$ cat config.mk
export PLATFORM = sky130hd
export DESIGN_NAME = art_cell
export DESIGN_NICKNAME = d
export VERILOG_FILES = /design/src/rtl/core/art_pkg.sv /design/src/rtl/core/art_cell.sv
export SDC_FILE = /design/constraint.sdc
export NUM_CORES = 1
export LEC_CHECK = 0
export ABC_AREA = 0
export BUFFER_PORTS_ARGS = -buffer_cell sky130_fd_sc_hd__clkbuf_2
export CORE_ASPECT_RATIO = 0.5
export CORE_MARGIN = 5
export CORE_UTILIZATION = 44
export CTS_CLUSTER_SIZE = 25
export DETAILED_ROUTE_END_ITERATION = 10
export HOLD_SLACK_MARGIN = 0.12
export PLACE_DENSITY = 0.77
export SYNTH_ARGS = -nofsm -noshare
export SYNTH_HDL_FRONTEND = slang
export SYNTH_SLANG_ARGS = --single-unit
$ cat constraint.sdc
create_clock -name i_clk -period 15.31 [get_ports i_clk]
set_clock_uncertainty 0.1 [all_clocks]
set_input_delay 3.8275 -clock i_clk [delete_from_list [all_inputs] [get_ports i_clk]]
set_output_delay 3.8275 -clock i_clk [all_outputs]
set_load 0.03 [all_outputs]
$ cat src/rtl/core/art_pkg.sv
// ----------------------------------------------------------------------------
// art_pkg
// Shared widths, status codes and cell link types for the ack RTT tracker.
// ----------------------------------------------------------------------------
`default_nettype none

package art_pkg;

    // Field widths
    localparam int SEQ_W    = 32;
    localparam int TIME_W   = 64;
    localparam int AVG_W    = 40;
    localparam int IV_W     = 32;
    localparam int WEIGHT_W = 16;
    localparam int STATUS_W = 3;

    // Defaults
    localparam int                    TABLE_DEPTH_DEF = 16;
    localparam logic [WEIGHT_W-1:0]   WEIGHT_RESET    = 16'd8192;

    // Result status codes
    localparam logic [STATUS_W-1:0] ST_STORED    = 3'd0;
    localparam logic [STATUS_W-1:0] ST_DUPLICATE = 3'd1;
    localparam logic [STATUS_W-1:0] ST_FULL      = 3'd2;
    localparam logic [STATUS_W-1:0] ST_MATCHED   = 3'd3;
    localparam logic [STATUS_W-1:0] ST_UNMATCHED = 3'd4;

    // EWMA unit request tags
    localparam logic TAG_ACK  = 1'b0;
    localparam logic TAG_SEND = 1'b1;

    // Controls broadcast to every cell
    typedef struct packed {
        logic cmp;      // compare pass: latch match flags
        logic sel;      // select pass: write or purge
        logic is_ack;
        logic dup_any;  // some cell already holds the sent seq
    } t_cell_ctl;

    // Key broadcast to every cell
    typedef struct packed {
        logic [SEQ_W-1:0]  seq;
        logic [SEQ_W-1:0]  want;   // seq - 1 for ack lookup
        logic [TIME_W-1:0] time_us;
    } t_cell_key;

    // Link handed from one cell to its neighbor
    typedef struct packed {
        logic              free_seen;
        logic              hit_any;
        logic              dup_any;
        logic [TIME_W-1:0] hit_time;
    } t_chain;

endpackage

`default_nettype wire

$ cat src/rtl/core/art_cell.sv
// ----------------------------------------------------------------------------
// art_cell
// One table entry: holds seq and send time, compares against the broadcast
// key and passes free, hit and duplicate information to the next cell.
// ----------------------------------------------------------------------------
`default_nettype none

module art_cell (
    input  wire                   i_clk,
    input  wire                   i_rst_n,
    input  wire art_pkg::t_cell_ctl i_ctl,
    input  wire art_pkg::t_cell_key i_key,
    input  wire art_pkg::t_chain    i_chain,
    output art_pkg::t_chain       o_chain
);

    logic                          r_valid;
    logic [art_pkg::SEQ_W-1:0]     r_seq;
    logic [art_pkg::TIME_W-1:0]    r_time;
    logic                          r_dup;
    logic                          r_hit;
    logic                          r_below;
    logic                          w_take;

    // Take the slot if empty and no earlier cell is empty
    assign w_take = !r_valid && !i_chain.free_seen;

    // Hand results on to the neighbor
    assign o_chain.free_seen = i_chain.free_seen || !r_valid;
    assign o_chain.hit_any   = i_chain.hit_any || r_hit;
    assign o_chain.dup_any   = i_chain.dup_any || r_dup;
    assign o_chain.hit_time  = i_chain.hit_time | (r_hit ? r_time : '0);

    // Latch match flags on the compare pass
    always_ff @(posedge i_clk) begin
        if (!i_rst_n) begin
            r_dup   <= 1'b0;
            r_hit   <= 1'b0;
            r_below <= 1'b0;
        end else if (i_ctl.cmp) begin
            r_dup   <= r_valid && (r_seq == i_key.seq);
            r_hit   <= r_valid && (r_seq == i_key.want);
            r_below <= r_valid && (r_seq < i_key.seq);
        end
    end

    // Store a new send or purge on an ack
    always_ff @(posedge i_clk) begin
        if (!i_rst_n) begin
            r_valid <= 1'b0;
        end else if (i_ctl.sel) begin
            if (i_ctl.is_ack) begin
                if (r_below) begin
                    r_valid <= 1'b0;
                end
            end else if (!i_ctl.dup_any && w_take) begin
                r_valid <= 1'b1;
            end
        end
    end

    // Entry payload
    always_ff @(posedge i_clk) begin
        if (i_ctl.sel && !i_ctl.is_ack && !i_ctl.dup_any && w_take) begin
            r_seq  <= i_key.seq;
            r_time <= i_key.time_us;
        end
    end

endmodule

`default_nettype wire

==> reports/metrics.cfg <==
[routing]
initialDrtViolationCount=189
dr.pass1.iters=4
vias_per_cell=4.88
drtAntennaViolNets=0
finalWirelength_um=12800
vias=3724
drc=0
wl_per_cell_um=16.8
wl_met2_um=6880
wl_met1_um=5180
highest_layer=met4
wl_met3_um=590

[timing]
setup_viol=0
min_period_ns=8.30
hold_viol_final=0
relSlewSlack_pct=19.9
fin_hold_ws_ns=0.411
rsz0062_at_grt=no
fin_setup_tns_ns=0
slew_viol_final=0
fmax_mhz=120
tightest_slew_ns=1.20
fin_crit_sh_pct=54.2

[run]
maxCapViolCount=0

[yosys]
synth_nets=578
syn_area_um2=4720
syn_avg_cell_area_um2=13.7
syn-instance-count=345
synth-seq-cells=100
seq_area_frac_synth_pct=62.8
synth_warnings=0
synth.distinct_cells=28

[die]
die_h_um=83.2
dieWidth_um=156
dieArea_um2=13000
num_rows=26
initial_utilization_pct=45.6
num_io_pins=268
core_um2=10300

[critical_path]
path_class=in2out
start_kind=primary input
required_ns=11.38
end_kind=output port
worstPathArrival_ns=4.37
worst-path-max-fanout=1
ff2ff_path_depth=3

[clock_tree]
cts_hold_buffers=0
cts.clk_slew.worst_paths_ns=0.07
cts.repair.resized=0
numCtsBuffers=9
cts.sinks=100
h-tree-depth=3
cts_tree=built
max-clock-path-buffers=2
post-cts-setup-buffers=0
clockRootBuffer=clkbuf_16
clk_latency_ns=0.33

[finish]
diodes=0
area_delta_synth_final_pct=37.9
postLayoutCoreUtil_pct=62.9
drive_gt1_share_pct=46.5
layout.nets=851

[outcome]
status=finished, final reports clean

[power_and_ir_drop]
cellLeakagePower_nw=3.24
vdd.ir_drop.worst_mv=0.0612
p_per_area_nw_per_um2=93.7

[placed_design]
dp_hpwl_um=10400
gp_congestion=0.811
numPortBuffers=267

[grt]
antenna_found_initial=0
grtUsageTotal_pct=19.2
grt_overflow=0
grt_max_degree=67
first_global_vias=3887
grt_pass1_wl_um=19800

[hold_path]
holdPathStages=2
min_path_type=reg2reg

synth_stat cells, drive strengths merged:
master,n,area (um^2)
a2111oi,1,15.0
a211o,1,8.76
a211oi,1,7.51
a21boi,1,7.51
a21o,66,495
a21oi,14,70.1
a221o,2,20.0
a221oi,1,15.0
and2,1,6.26
clkbuf,7,26.3
dfxtp,4,80.1
edfxtp,96,2880
ha,32,400
inv,34,128
nand2,10,37.5
nand2b,5,31.3
nand3,4,20.0
nand3b,1,7.51
nand4,13,81.3
nor2,5,18.8
nor2b,1,6.26
nor3,3,15.0
nor4,4,25.0
o211ai,1,7.51
o21ai,3,15.0
or2,2,12.5
xnor2,28,245
xor2,4,35.0
flip-flops by register name (all words and copies together), names as in the netlist:
signal,cells
r_seq,32
r_time,64
r_valid,1
r_hit,1
r_dup,1
r_below,1
placed cells by master, fill, tap and decap left out, drive strengths merged, types with 3 or more instances in the layout:
cell type  instances
nand4             13
inv               38
a21o              66
nor4               4
edfxtp            96
a21oi             14
xnor2             28
nand3              4
clkbuf           276
nor3               3
nand2             10
nor2               5
ha                32
o21ai              3
xor2               4
dfxtp              4
nand2b             5
cell families after synthesis:
family	Yosys count	share of synthesized area, %
flip-flops	100	62.8
adder cells (fa/ha/maj)	32	8.48
XOR/XNOR	32	5.94
AO/OA/AOI/OAI	91	14.0
buffers and inverters	41	3.26
AND/OR/NAND/NOR	49	5.54
path summary, 6_finish.rpt:
kind,start,end,slack [ns]
worst max-delay path,i_chain[65],o_chain[65],7.01
worst min-delay path,r_dup,r_dup,0.41
worst max register to register,r_valid,r_time[32],12.51
worst min register to register,r_dup,r_dup,0.41
power breakdown:
group	total, mW	switching, mW	internal (mW)
registers	0.307	0.00224	0.305
logic	0.0852	0.0469	0.0384
clock network	0.217	0.105	0.113
through the flow:
stage	area [um^2]	power, mW	worst slack [ns]	std cells
detailed placement	6230	0.399	7.01	747
global route	6510	0.635	7.00	763
floorplan	4720	0.358	1.17	345
CTS	6510	0.616	7.01	763
global placement	6230	0.397	7.01	747
finish	6510	0.610	7.01	763
layout make-up:
cell class                 count  area (um^2)
sequential                   100         2960
clock buffer                   9          225
multi-input combinational    204         1610
tap                          140          175
clock inverter                 7         56.3
timing repair buffer         269         1350
fill                         869         3830
inverter                      34          128
routing by layer:
layer  up-vias  global-route usage, %
li1       1825                      -
met1      1776                   22.6
met2       104                   35.7
met3        19                   3.89
met4         0                   5.04
met5         -                      0
worst max-delay path, stage by stage:
cell and delay (ns):
clkbuf_2 0.08, or2_2 0.27, clkbuf_2 0.19
(Power assumes the default switching activity.)
