**src/rtl/core/art_pkg.sv**
```systemverilog
// ----------------------------------------------------------------------------
// art_pkg
// Shared widths, status codes and cell link types for the ack RTT tracker.
// ----------------------------------------------------------------------------
`default_nettype none

package art_pkg;

    // Field widths
    localparam int SEQ_W    = 32;
    localparam int TIME_W   = 64;
    localparam int AVG_W    = 40;
    localparam int IV_W     = 32;
    localparam int WEIGHT_W = 16;
    localparam int STATUS_W = 3;

    // Defaults
    localparam int                    TABLE_DEPTH_DEF = 16;
    localparam logic [WEIGHT_W-1:0]   WEIGHT_RESET    = 16'd8192;

    // Result status codes
    localparam logic [STATUS_W-1:0] ST_STORED    = 3'd0;
    localparam logic [STATUS_W-1:0] ST_DUPLICATE = 3'd1;
    localparam logic [STATUS_W-1:0] ST_FULL      = 3'd2;
    localparam logic [STATUS_W-1:0] ST_MATCHED   = 3'd3;
    localparam logic [STATUS_W-1:0] ST_UNMATCHED = 3'd4;

    // EWMA unit request tags
    localparam logic TAG_ACK  = 1'b0;
    localparam logic TAG_SEND = 1'b1;

    // Controls broadcast to every cell
    typedef struct packed {
        logic cmp;      // compare pass: latch match flags
        logic sel;      // select pass: write or purge
        logic is_ack;
        logic dup_any;  // some cell already holds the sent seq
    } t_cell_ctl;

    // Key broadcast to every cell
    typedef struct packed {
        logic [SEQ_W-1:0]  seq;
        logic [SEQ_W-1:0]  want;   // seq - 1 for ack lookup
        logic [TIME_W-1:0] time_us;
    } t_cell_key;

    // Link handed from one cell to its neighbor
    typedef struct packed {
        logic              free_seen;
        logic              hit_any;
        logic              dup_any;
        logic [TIME_W-1:0] hit_time;
    } t_chain;

endpackage

`default_nettype wire

```
**src/rtl/core/art_ewma.sv**
```systemverilog
// ----------------------------------------------------------------------------
// art_ewma
// Three-stage EWMA update: new = ((old << 16) + w * (sample - old) + 0.5)
// >> 16, with sample the interval in Q32.8. Requests carry a tag through.
// ----------------------------------------------------------------------------
`default_nettype none

module art_ewma (
    input  wire                               i_clk,
    input  wire                               i_rst_n,
    input  wire                               i_valid,
    input  wire                               i_tag,
    input  wire [art_pkg::AVG_W-1:0]          i_old,
    input  wire [art_pkg::IV_W-1:0]           i_iv,
    input  wire [art_pkg::WEIGHT_W-1:0]       i_weight,
    output logic                              o_valid,
    output logic                              o_tag,
    output logic [art_pkg::AVG_W-1:0]         o_avg
);

    localparam int DIFF_W = art_pkg::AVG_W + 1;
    localparam int PROD_W = DIFF_W + art_pkg::WEIGHT_W + 1;
    localparam int ACC_W  = PROD_W + 1;

    logic [1:0]                      r_vld;
    logic [1:0]                      r_tag;
    logic signed [DIFF_W-1:0]        r_diff;
    logic signed [PROD_W-1:0]        r_prod;
    logic [art_pkg::AVG_W-1:0]       r_old1;
    logic [art_pkg::AVG_W-1:0]       r_old2;
    logic signed [art_pkg::WEIGHT_W:0] w_wt;
    logic signed [ACC_W-1:0]         w_acc;

    assign w_wt = $signed({1'b0, i_weight});

    // Round half up and drop the fraction
    assign w_acc = $signed({3'b000, r_old2, 16'h0000})
                 + $signed({r_prod[PROD_W-1], r_prod})
                 + $signed(ACC_W'(32768));

    // Valid and tag pipeline
    always_ff @(posedge i_clk) begin
        if (!i_rst_n) begin
            r_vld   <= '0;
            o_valid <= 1'b0;
        end else begin
            r_vld   <= {r_vld[0], i_valid};
            o_valid <= r_vld[1];
        end
    end

    // Datapath stages: difference, product, sum
    always_ff @(posedge i_clk) begin
        r_tag  <= {r_tag[0], i_tag};
        o_tag  <= r_tag[1];
        r_diff <= $signed({1'b0, i_iv, 8'h00}) - $signed({1'b0, i_old});
        r_old1 <= i_old;
        r_prod <= PROD_W'(w_wt) * PROD_W'(r_diff);
        r_old2 <= r_old1;
        o_avg  <= w_acc[art_pkg::AVG_W+15:16];
    end

endmodule

`default_nettype wire

```
**config.mk**
```make
export PLATFORM = sky130hd
export DESIGN_NAME = art_ewma
export DESIGN_NICKNAME = d
export VERILOG_FILES = /design/src/rtl/core/art_pkg.sv /design/src/rtl/core/art_ewma.sv
export SDC_FILE = /design/constraint.sdc
export NUM_CORES = 2
export LEC_CHECK = 0
export BUFFER_PORTS_ARGS = -buffer_cell sky130_fd_sc_hd__buf_2
export CELL_PAD_IN_SITES_DETAIL_PLACEMENT = 1
export CELL_PAD_IN_SITES_GLOBAL_PLACEMENT = 2
export CORE_AREA = 2 2 318 242
export CTS_BUF_LIST = sky130_fd_sc_hd__clkbuf_8
export CTS_CLUSTER_SIZE = 20
export DETAILED_ROUTE_END_ITERATION = 10
export DIE_AREA = 0 0 320 244
export PLACE_DENSITY = 0.78
export SKIP_CTS_REPAIR_TIMING = 1
export SLEW_MARGIN = 20
export SYNTH_ARGS = -nofsm -noshare
export SYNTH_HDL_FRONTEND = slang
export SYNTH_SLANG_ARGS = --single-unit
```
**constraint.sdc**
```tcl
create_clock -name i_clk -period 8.2 [get_ports i_clk]
set_input_delay 0.82 -clock i_clk [delete_from_list [all_inputs] [get_ports i_clk]]
set_output_delay 0.82 -clock i_clk [all_outputs]
set_load 0.1 [all_outputs]
```
==> results.py <==
metrics = {
    "status": {
        "outcome": "finished, final reports clean",
    },
    "critical_path": {
        "crit_top_cell": "fa_1",
        "crit_path_start_kind": "flip-flop",
        "cp_slowest_cell": "dfxtp_1",
        "arrival_ps": 7680,
        "critPathCaptureType": "flip-flop",
        "crit_chain": "buf_4 > nand2_1 > fa_1 > fa_1 > fa_1 > inv_1 > fa_1 > fa_1 > inv_1 > fa_1 > inv_1 > ha_1 > nand4_1 > nor3_1 > o211ai_1 > a21oi_1 > a211oi_1 > buf_4 > a21boi_0 > o21ai_1 > o311ai_0",
        "crit_type": "reg -> reg",
        "required_ps": 8620,
        "path_max_fanout": 11,
        "cpPeakStageDelay_ps": 870,
    },
    "floorplanning": {
        "dieHeight_microns": 244,
        "dieArea_sq_um": 78100,
        "start_util_pct": 39.8,
        "core-area_sq_um": 74700,
        "fp.dieW_microns": 320,
        "rows": 87,
        "pin_count": 134,
    },
    "cells_and_area": {
        "area_growth_pct": 9.23,
        "fin_util_pct": 43.5,
        "final_cell_mix": "inv_1 (758), fa_1 (602), nand2_1 (471)",
        "final_common_cell": "inv_1",
        "layout-drive-gt1-share_pct": 7.33,
        "num-nets-final": 4262,
    },
    "synthesis": {
        "synthArstFlopShare_pct": 0,
        "ys_seq_area_share_pct": 13.9,
        "ys_warn_count": 0,
        "synth_nets": 4174,
        "yosysUniqueCellTypes": 67,
        "yosys.area.top_type": "fa_1",
        "synth-edff-count": 0,
        "synth_top_cell_area_share_pct": 40.6,
        "synthesis.area_sq_um": 29700,
        "avgSynthCellArea_sq_um": 9.06,
        "ys_ff_latch": 207,
        "netlist_top_cells_area": "fa_1 (41%), dfxtp_1 (14%), inv_1 (9.5%), ha_1 (8.4%), nand2_1 (5.9%)",
        "yosys_most_used_dff": "dfxtp_1",
        "synthCells": 3280,
    },
    "min_path": {
        "hold_class": "reg -> reg",
    },
    "place": {
        "port_buffers": 133,
        "place_congestion": 0.911,
        "dpl.hpwl_microns": 75500,
    },
    "cts": {
        "htreeDepth": 2,
        "tritoncts": "yes",
        "root_buffer": "clkbuf_8",
        "cts_buffer_depth": 3,
        "clk_pin_slew_ps": 60,
        "cts.sinks": 207,
        "clkLatencyLatePin_ps": 570,
        "numCtsBuffers": 39,
    },
    "grt": {
        "grtUsageTotal_pct": 24.8,
        "grt_max_degree": 42,
        "grt_first_pass_wirelength_microns": 149000,
        "antenna_found_initial": 4,
        "grt_pass1_vias": 25100,
        "grt.overflow.total": 0,
    },
    "sta": {
        "hold_violations": 0,
        "maxSlewViolCount": 0,
        "achievable-frequency_ghz": 0.138,
        "clock_skew_ps": 17.1,
        "fin_setup_tns_ps": 0,
        "tightest_slew_ps": 986,
        "worst_slew_margin_rel_pct": 34.2,
        "grt_setup_unrepaired": "false",
        "setup_viol": 0,
        "timing.final.crit_period_ps": 7260,
        "period_share_pct": 88.5,
    },
    "run": {
        "max-cap-violations": 0,
    },
    "detailed_routing": {
        "ant_nets": 0,
        "drt_iter0_markers": 1401,
        "post_drt_wl_per_cell_microns": 21.4,
        "routed_via_density": 5.12,
        "drtPass1Iterations": 5,
        "drt-total-wl_microns": 93800,
        "vias": 22400,
        "drcViolationCount": 0,
    },
}
metal layers:
layer  track usage [%]  vias to the layer above  part of all wire [%]
met3              3.43                       61                   5.6
met2              38.4                      558                    44
met4              3.69                        0                   1.2
met5                 0                        -                     0
met1              37.6                    11800                    49
li1                  -                    10000                     -
through the flow:
stage	setup WS (ps)	area, sq um	hold WS (ps)	instances
final	944	32500	322	4377
after floorplan	1680	29700	310	3280
after global routing	645	32500	323	4377
after global placement	767	31600	310	4306
after CTS	1080	32500	317	4376
after detailed placement	568	31600	313	4306
synthesized netlist by cell type (13+ instances only):
cell and count:
a21o_1 45, nand4_1 18, and3_1 14, o211ai_1 13
xor2_1 38, xnor2_1 88, a21oi_1 107, nor2_1 64
o21ai_0 51, dfxtp_1 207, nand2_1 471, nand3_1 31
o21bai_1 18, a31oi_1 21, and2_1 253, fa_1 602
inv_1 751, ha_1 200, nor3_1 27, clkbuf_1 129
a211oi_1 14
layout make-up:
class	count	area [sq um]
Antenna cell	1	2.50
Clock buffer	52	716
Clock inverter	18	190
Fill cell	8683	42200
Inverter	751	2820
Multi-Input combinational cell	2191	22300
Sequential cell	207	4140
Tap cell	979	1220
Timing Repair Buffer	178	1100
worst paths after layout:
| path | start | slack, ps | to | cells past startpoint |
|---|---|---|---|---|
| min reg2reg | r_old1[20]$_DFF_P_ | 320 | r_old2[20]$_DFF_P_ | 0 |
| max reg2reg | r_diff[18]$_DFF_P_ | 940 | r_prod[46]$_DFF_P_ | 21 |
| min | r_old1[20]$_DFF_P_ | 320 | r_old2[20]$_DFF_P_ | 0 |
| max | r_diff[18]$_DFF_P_ | 940 | r_prod[46]$_DFF_P_ | 21 |
sequential cells by signal, indices dropped and copies added (netlist names):
register,cells
o_valid,1
r_vld,2
r_prod,41
o_tag,1
r_old2,40
o_avg,40
r_tag,2
r_diff,40
r_old1,40
worst max-delay path, delay by kind of cell (launching register included):
kind / cells / cell delay, ps
AOI/OAI and AO/OA: 6 / 1450
and+or+nand+nor: 3 / 600
buffers and inverters: 5 / 630
adders and majority gates: 7 / 3540
DFF: 1 / 870
logic make-up after synthesis:
logic type,Yosys count,share of synthesized area (%)
XOR/XNOR,126,3.71
AO/OA/AOI/OAI,335,7.27
flip-flops,207,13.9
adder cells (fa/ha/maj),802,49.0
buffers and inverters,882,11.1
AND/OR/NAND/NOR,926,14.9
multiplexers,2,0.0674
Power is not shown: default switching activity piles up to over one toggle a cycle in this logic, so the estimate is an artifact.
